### config.mk
export PLATFORM = sky130hd
export DESIGN_NAME = hsv_box_color_mask_core
export DESIGN_NICKNAME = d
export VERILOG_FILES = /design/src/hdl/hbcm_pkg.sv /design/src/hdl/hsv_box_color_mask_core.sv
export VERILOG_INCLUDE_DIRS = /design/src /design/src/hdl
export SDC_FILE = /design/constraint.sdc
export NUM_CORES = 2
export LEC_CHECK = 0
export ABC_AREA = 1
export BUFFER_PORTS_ARGS = -buffer_cell sky130_fd_sc_hd__buf_4
export CAP_MARGIN = 25
export CORE_ASPECT_RATIO = 0.9
export CORE_MARGIN = 2
export CORE_UTILIZATION = 57
export DETAILED_ROUTE_END_ITERATION = 16
export GPL_ROUTABILITY_DRIVEN = 0
export PLACE_DENSITY_LB_ADDON = 0.25
export SETUP_SLACK_MARGIN = 0.15
export SLEW_MARGIN = 20
export SYNTH_ARGS = -nofsm -noshare
export SYNTH_HDL_FRONTEND = slang
export SYNTH_SLANG_ARGS = --single-unit
### constraint.sdc
create_clock -name i_clk -period 12.5 [get_ports i_clk]
set_clock_uncertainty 0.15 [all_clocks]
set_input_delay 1.875 -clock i_clk [delete_from_list [all_inputs] [get_ports i_clk]]
set_output_delay 1.875 -clock i_clk [all_outputs]
set_load 0.01 [all_outputs]
### src/hdl/hsv_box_color_mask_core_defines.svh
// Assertion macros shared by the HSV box mask design.
`ifndef HSV_BOX_COLOR_MASK_CORE_DEFINES_SVH
`define HSV_BOX_COLOR_MASK_CORE_DEFINES_SVH

// Same-cycle implication, disabled while reset is asserted.
`define HBCM_ASSERT_SAME(label, clk, rst_n, ante, cons) \
    label: assert property (@(posedge clk) disable iff (!(rst_n)) (ante) |-> (cons)) \
        else $error("hbcm: same-cycle check failed");

// Next-cycle implication, disabled while reset is asserted.
`define HBCM_ASSERT_NEXT(label, clk, rst_n, ante, cons) \
    label: assert property (@(posedge clk) disable iff (!(rst_n)) (ante) |=> (cons)) \
        else $error("hbcm: next-cycle check failed");

`endif

### src/hdl/hbcm_pkg.sv
package hbcm_pkg;

    localparam int AddrW = 5;
    localparam int DataW = 32;

    // Register indexes on the configuration port (address bits [4:2]).
    localparam logic [2:0] REG_HUE_LOW  = 3'd0;
    localparam logic [2:0] REG_HUE_HIGH = 3'd1;
    localparam logic [2:0] REG_SAT_LOW  = 3'd2;
    localparam logic [2:0] REG_SAT_HIGH = 3'd3;
    localparam logic [2:0] REG_VAL_LOW  = 3'd4;
    localparam logic [2:0] REG_VAL_HIGH = 3'd5;

    localparam logic [8:0] HUE_HIGH_RST = 9'd360;
    localparam logic [6:0] PCT_FULL     = 7'd100;

    localparam logic [7:0]  HUE_SEC     = 8'd60;
    localparam logic [7:0]  HUE_GREEN   = 8'd120;
    localparam logic [7:0]  HUE_BLUE    = 8'd240;
    localparam logic [8:0]  HUE_FULL    = 9'd360;
    localparam logic [12:0] VAL_RECIP   = 13'd5243;

    // Which channel holds the maximum; ties go blue, then green.
    typedef enum logic [1:0] {
        SEC_GRAY,
        SEC_RED,
        SEC_GREEN,
        SEC_BLUE
    } t_sector;

    // floor(pct * 256 / 100), done as pct * 5243 / 2048. The error stays
    // below one part in 25 over the whole 7-bit range, so it is exact.
    function automatic logic [8:0] val_limit(input logic [6:0] pct);
        logic [19:0] prod;
        prod = 20'(pct) * 20'(VAL_RECIP);
        return prod[19:11];
    endfunction

endpackage

### src/hdl/hsv_box_color_mask_core.sv
// HSV box color mask. Each transaction on the input channel carries one BGR
// pixel; the pixel is converted to hue, saturation and value, tested against
// the HSV box held in the configuration registers, and comes out black with
// o_in_box set when it matches, unchanged otherwise. Hue and saturation are
// compared exactly by integer cross-multiplication. The datapath is a
// four-stage pipeline (channel max/min, products, hue wrap and saturation and
// value tests, hue test and output register), and one pixel is accepted
// every cycle while the output is not stalled. Write the registers only while
// no pixel is in flight.
`include "hsv_box_color_mask_core_defines.svh"

module hsv_box_color_mask_core (
    input  logic                        i_clk,
    input  logic                        i_rst_n,
    input  logic                        psel,
    input  logic                        penable,
    input  logic                        pwrite,
    input  logic [hbcm_pkg::AddrW-1:0]  paddr,
    input  logic [hbcm_pkg::DataW-1:0]  pwdata,
    output logic [hbcm_pkg::DataW-1:0]  prdata,
    output logic                        pready,
    input  logic                        i_valid,
    output logic                        o_stall,
    input  logic [7:0]                  i_blue_in,
    input  logic [7:0]                  i_green_in,
    input  logic [7:0]                  i_red_in,
    output logic                        o_valid,
    input  logic                        i_stall,
    output logic [7:0]                  o_blue_out,
    output logic [7:0]                  o_green_out,
    output logic [7:0]                  o_red_out,
    output logic                        o_in_box
);
    import hbcm_pkg::*;

    // Configuration registers.
    logic [8:0] r_hue_low, r_hue_high;
    logic [6:0] r_sat_low, r_sat_high, r_val_low, r_val_high;
    logic       cfg_wr;

    assign pready = 1'b1;
    assign cfg_wr = psel && penable && pwrite;

    always_ff @(posedge i_clk) begin
        if (!i_rst_n) begin
            r_hue_low  <= '0;
            r_hue_high <= HUE_HIGH_RST;
            r_sat_low  <= '0;
            r_sat_high <= PCT_FULL;
            r_val_low  <= '0;
            r_val_high <= PCT_FULL;
        end else if (cfg_wr) begin
            case (paddr[4:2])
                REG_HUE_LOW:  r_hue_low  <= pwdata[8:0];
                REG_HUE_HIGH: r_hue_high <= pwdata[8:0];
                REG_SAT_LOW:  r_sat_low  <= pwdata[6:0];
                REG_SAT_HIGH: r_sat_high <= pwdata[6:0];
                REG_VAL_LOW:  r_val_low  <= pwdata[6:0];
                REG_VAL_HIGH: r_val_high <= pwdata[6:0];
                default: ;
            endcase
        end
    end

    always_comb begin
        case (paddr[4:2])
            REG_HUE_LOW:  prdata = DataW'(r_hue_low);
            REG_HUE_HIGH: prdata = DataW'(r_hue_high);
            REG_SAT_LOW:  prdata = DataW'(r_sat_low);
            REG_SAT_HIGH: prdata = DataW'(r_sat_high);
            REG_VAL_LOW:  prdata = DataW'(r_val_low);
            REG_VAL_HIGH: prdata = DataW'(r_val_high);
            default:      prdata = '0;
        endcase
    end

    // Pipeline flow control: a stage loads when it is empty or its
    // successor loads.
    logic r_v1, r_v2, r_v3, r_v4;
    logic adv1, adv2, adv3, adv4;

    assign adv4    = !r_v4 || !i_stall;
    assign adv3    = !r_v3 || adv4;
    assign adv2    = !r_v2 || adv3;
    assign adv1    = !r_v1 || adv2;
    assign o_stall = !adv1;
    assign o_valid = r_v4;

    always_ff @(posedge i_clk) begin
        if (!i_rst_n) begin
            r_v1 <= 1'b0;
            r_v2 <= 1'b0;
            r_v3 <= 1'b0;
            r_v4 <= 1'b0;
        end else begin
            if (adv1) r_v1 <= i_valid;
            if (adv2) r_v2 <= r_v1;
            if (adv3) r_v3 <= r_v2;
            if (adv4) r_v4 <= r_v3;
        end
    end

    // Stage 1: max, min, spread and the hue sector.
    logic [7:0]        mx, mn;
    t_sector           sec;
    logic signed [8:0] diff;

    always_comb begin
        mx = i_blue_in;
        mn = i_blue_in;
        if (i_green_in > mx) mx = i_green_in;
        if (i_red_in > mx)   mx = i_red_in;
        if (i_green_in < mn) mn = i_green_in;
        if (i_red_in < mn)   mn = i_red_in;
        if (mx == mn) begin
            sec  = SEC_GRAY;
            diff = '0;
        end else if (i_blue_in == mx) begin
            sec  = SEC_BLUE;
            diff = $signed({1'b0, i_red_in}) - $signed({1'b0, i_green_in});
        end else if (i_green_in == mx) begin
            sec  = SEC_GREEN;
            diff = $signed({1'b0, i_blue_in}) - $signed({1'b0, i_red_in});
        end else begin
            sec  = SEC_RED;
            diff = $signed({1'b0, i_green_in}) - $signed({1'b0, i_blue_in});
        end
    end

    logic [7:0]        r_b1, r_g1, r_r1, r_mx1, r_d1;
    t_sector           r_sec1;
    logic signed [8:0] r_diff1;

    always_ff @(posedge i_clk) begin
        if (adv1) begin
            r_b1    <= i_blue_in;
            r_g1    <= i_green_in;
            r_r1    <= i_red_in;
            r_mx1   <= mx;
            r_d1    <= mx - mn;
            r_sec1  <= sec;
            r_diff1 <= diff;
        end
    end

    // Stage 2: hue numerator before wrap, and the cross products.
    logic [15:0]        base_d;
    logic signed [17:0] diff_ext, diff60, hsum;
    logic [7:0]         hden, sden;

    always_comb begin
        case (r_sec1)
            SEC_BLUE:  base_d = 16'(r_d1) * 16'(HUE_BLUE);
            SEC_GREEN: base_d = 16'(r_d1) * 16'(HUE_GREEN);
            default:   base_d = '0;
        endcase
        diff_ext = {{9{r_diff1[8]}}, r_diff1};
        diff60   = diff_ext * $signed({10'd0, HUE_SEC});
        hsum     = $signed({2'b00, base_d}) + diff60;
        // A gray pixel is compared as 0/1 for both hue and saturation.
        hden     = (r_sec1 == SEC_GRAY) ? 8'd1 : r_d1;
        sden     = (r_sec1 == SEC_GRAY) ? 8'd1 : r_mx1;
    end

    logic [7:0]         r_b2, r_g2, r_r2, r_mx2, r_d2;
    logic signed [17:0] r_hsum2;
    logic [14:0]        r_snum2, r_slo2, r_shi2;
    logic [16:0]        r_hlo2, r_hhi2;
    logic [8:0]         r_vlo2, r_vhi2;
    t_sector            r_sec2;

    always_ff @(posedge i_clk) begin
        if (adv2) begin
            r_b2    <= r_b1;
            r_g2    <= r_g1;
            r_r2    <= r_r1;
            r_mx2   <= r_mx1;
            r_d2    <= r_d1;
            r_sec2  <= r_sec1;
            r_hsum2 <= hsum;
            r_snum2 <= 15'(r_d1) * 15'(PCT_FULL);
            r_hlo2  <= 17'(r_hue_low) * 17'(hden);
            r_hhi2  <= 17'(r_hue_high) * 17'(hden);
            r_slo2  <= 15'(r_sat_low) * 15'(sden);
            r_shi2  <= 15'(r_sat_high) * 15'(sden);
            r_vlo2  <= val_limit(r_val_low);
            r_vhi2  <= val_limit(r_val_high);
        end
    end

    // Stage 3: wrap the hue into [0, 360*d), test saturation and value.
    logic signed [17:0] hwrap;

    always_comb begin
        if (r_hsum2 < 0) begin
            hwrap = r_hsum2 + $signed({1'b0, 17'(r_d2) * 17'(HUE_FULL)});
        end else begin
            hwrap = r_hsum2;
        end
    end

    logic [7:0]  r_b3, r_g3, r_r3;
    logic [16:0] r_hnum3, r_hlo3, r_hhi3;
    logic        r_sv_ok3, r_wrap3;

    always_ff @(posedge i_clk) begin
        if (adv3) begin
            r_b3     <= r_b2;
            r_g3     <= r_g2;
            r_r3     <= r_r2;
            r_hnum3  <= hwrap[16:0];
            r_hlo3   <= r_hlo2;
            r_hhi3   <= r_hhi2;
            r_wrap3  <= !(r_hue_high > r_hue_low);
            r_sv_ok3 <= (r_snum2 <= r_shi2) && (r_snum2 >= r_slo2)
                     && ({1'b0, r_mx2} <= r_vhi2) && ({1'b0, r_mx2} >= r_vlo2);
        end
    end

    // Stage 4: hue window test and the output register.
    logic hue_le, hue_ge, hue_ok, match;

    assign hue_le = r_hnum3 <= r_hhi3;
    assign hue_ge = r_hnum3 >= r_hlo3;
    assign hue_ok = r_wrap3 ? (hue_le || hue_ge) : (hue_le && hue_ge);
    assign match  = hue_ok && r_sv_ok3;

    always_ff @(posedge i_clk) begin
        if (adv4) begin
            o_blue_out  <= match ? 8'd0 : r_b3;
            o_green_out <= match ? 8'd0 : r_g3;
            o_red_out   <= match ? 8'd0 : r_r3;
            o_in_box    <= match;
        end
    end

    `HBCM_ASSERT_SAME(a_masked_black, i_clk, i_rst_n, o_valid && o_in_box,
        o_blue_out == 8'd0 && o_green_out == 8'd0 && o_red_out == 8'd0)
    `HBCM_ASSERT_NEXT(a_accept_loads, i_clk, i_rst_n, i_valid && !o_stall, r_v1)
    `HBCM_ASSERT_SAME(a_gray_unsaturated, i_clk, i_rst_n,
        r_v2 && r_sec2 == SEC_GRAY, r_snum2 == 15'd0 && r_hsum2 == 18'sd0)
    `HBCM_ASSERT_NEXT(a_stalled_output_held, i_clk, i_rst_n, o_valid && i_stall,
        o_valid && $stable(o_blue_out) && $stable(o_green_out) && $stable(o_red_out)
        && $stable(o_in_box))

endmodule
==> impl_metrics.ini <==
[global_routing]
antenna_found_initial = 1
grtUsageTotal_pct = 25.3
first_global_vias = 22400
grt_use_met3_pct = 3.67
overflow = 0
grt.busiest_layer = met2
grt_pass1_wl_um = 113000
met1_usage_pct = 34.5
met2_usage_pct = 41.6
grt_max_degree = 80

[critical_path]
worst_path_largest_cell_delay_ps = 600
crit_required_ps = 12600
r2r_slack_ps = 6030
crit_top_cell = nand2_1
cp_max_fo = 21
r2r_end = r_shi2[14]$_DFFE_PP_
worstPathArrival_ps = 7010
r2r_start = r_sec1[0]$_SDFFCE_PP0N_
start_kind = primary input
cpMaxStageDelayCell = nor2_2
r2r_cells = 25
critical_path.startpoint = i_blue_in[2]
critPathCapture = r_diff1[7]$_SDFFCE_PP0N_
crit_type = in -> reg
end_kind = register

[pwr]
vdd_drop_max_mv = 0.303
leakage_nw = 16.8
p_per_area_nw_per_um2 = 294

[die]
die_x_um = 249
rows = 80
initial_core_util_pct = 57.8
die_area_um2 = 55800
boundaryPins = 128
core_region_area_um2 = 53200
die_h_um = 224

[yosys]
ys_top_cells_by_area = edfxtp_1 (29%), ha_1 (19%), fa_1 (14%)
netlist_instances = 3236
ys_types = 53
yosys_warnings = 0
yosysTopAreaCell = edfxtp_1
ys_ff_latch = 349
synth.top_cell.area_share_pct = 29.2
synth_area_um2 = 30700
seq_area_frac_synth_pct = 32.5
syn-mean-instance-area_um2 = 9.49

[detailed_routing]
drtIter0Drc = 1753
drt_wl_total_um = 69000
wl_per_cell_um = 17.0
dr.pass1.iters = 6
vias = 22300
ant_nets = 0
vias_per_cell = 5.51
drc_errors = 0

[layout]
layout-drive-gt1-share_pct = 6.14
syn_to_final_growth_pct = 8.16
final_common_cell = inv_1
antenna_cells = 0
nets = 4091
final_cell_area_um2 = 33200
final_cell_mix = inv_1 (657), ha_1 (478), nand2_1 (437), edfxtp_1 (299), nor2_1 (249)

[timing]
worstMarginPinSlew_ps = 990
drv_slew = 0
hold_viol_final = 0
setup_viol = 0
maxSlewHeadroom_pct = 33.8
fin_crit_sh_pct = 55.2
finalCriticalPeriod_ps = 6900
tns_ps = 0
fmax_mhz = 145
grt_setup_unrepaired = no

[run]
drv_cap = 0

[cts]
cts_tree = done
cts_root_buffer = clkbuf_16
h-tree-depth = 2
cts_hold_buf = 0
clk_pin_slew_ps = 60
numCtsBuffers = 39
clock_latency_ps = 560
cts.sink_count = 349
post_cts_resized = 0
clk_path_buf_depth = 3
cts_setup_buffers = 0

[status]
status = complete, no violations

[placement]
port_buffers = 78
placed_cell_area_um2 = 32000
dp_hpwl_um = 55600

[hold_path]
hp-class = reg -> reg
==> synthesized netlist by cell type (all sizes together) <==
master / count
a2111oi: 1
a211o: 1
a211oi: 9
a21boi: 1
a21o: 8
a21oi: 220
a221oi: 5
a22oi: 7
a31o: 1
a31oi: 8
buf: 33
clkbuf: 26
clkinv: 13
conb: 2
dfxtp: 50
edfxtp: 299
fa: 220
ha: 478
inv: 663
nand2: 455
nand3: 95
nand3b: 2
nand4: 18
nor2: 260
nor3: 12
nor3b: 2
o211ai: 19
o21a: 3
o21ai: 119
o21bai: 21
o221a: 2
o221ai: 1
o22ai: 18
o31ai: 5
o41ai: 2
or2: 5
or3b: 1
xnor2: 48
xor2: 103
==> final cells by class <==
type                    instances  area, um2
flip-flops and latches        349       9980
clock buffers                  57       1090
fillers                      4314      19900
multi-input cells            2174      17900
clock inverters                14        159
repair buffers                 85        638
inverters                     676       2540
well taps                     697        872
==> layer usage <==
| metal | share of wire [%] | vias to the layer above | wire [um] |
|---|---|---|---|
| met4 | 3.0 | 0 | 2090 |
| met3 | 6.9 | 163 | 4770 |
| li1 | - | 10700 | - |
| met2 | 46 | 804 | 32100 |
| met5 | 0 | - | 0 |
| met1 | 44 | 10700 | 30100 |
==> per-stage QoR <==
step	power, mW	utilization (%)	setup WS (ps)	hold slack, ps	std cells
2_1_floorplan	7.13	-	2940	250	3258
6_report	9.76	62.5	5600	263	4052
4_1_cts	9.81	62.5	5770	265	4052
5_1_grt	10.9	62.5	5140	271	4052
3_5_place_dp	8.61	60.1	5220	255	3981
3_3_place_gp	8.28	60.1	5380	251	3981
==> cells by family after synthesis <==
logic type,synth area share (%)
AO/OA/AOI/OAI,8.34
XOR/XNOR,4.33
adder cells (fa/ha/maj),33.8
buffers and inverters,9.44
flip-flops,32.5
other,0.0245
AND/OR/NAND/NOR,11.6
==> worst min-delay path by stage <==
| stage | start | to | slack [ps] | depth (start not counted) |
|---|---|---|---|---|
| 6_report | r_r1[0]$_DFFE_PN_ | r_r2[0]$_DFFE_PP_ | 260 | 0 |
| 2_1_floorplan | r_b1[0]$_DFFE_PN_ | r_b2[0]$_DFFE_PP_ | 250 | 0 |
| 4_1_cts | r_r1[0]$_DFFE_PN_ | r_r2[0]$_DFFE_PP_ | 270 | 0 |
| 3_3_place_gp | r_r2[6]$_DFFE_PP_ | r_r3[6]$_DFFE_PP_ | 250 | 0 |
| 3_5_place_dp | r_b2[3]$_DFFE_PP_ | r_b3[3]$_DFFE_PP_ | 250 | 0 |
| 5_1_grt | r_r2[4]$_DFFE_PP_ | r_r3[4]$_DFFE_PP_ | 270 | 0 |
==> where the power goes <==
part	total (mW)	internal, mW	switching [mW]
sequential	1.99	1.80	0.188
clock	1.13	0.672	0.455
combinational	6.64	2.75	3.89
total	9.76	5.22	4.53
==> critical path: cells and delay by family <==
family,cells,cell delay (ps)
AND/OR/NAND/NOR,16,3240
adder cells (fa/ha/maj),3,880
AO/OA/AOI/OAI,2,550
buffers and inverters,4,460
==> flip-flops by register name, summed over array words and instances, names as in the netlist, 9 cells and up <==
signal	cells
r_hue_low	9
r_diff1	9
r_vlo2	9
r_hue_high	9
r_hsum2	16
r_vhi2	9
r_snum2	10
r_hnum3	15
r_hhi3	17
r_slo2	15
r_hhi2	17
r_hlo3	17
r_hlo2	17
r_shi2	15
Note: power is estimated with default switching activity, not from simulation.
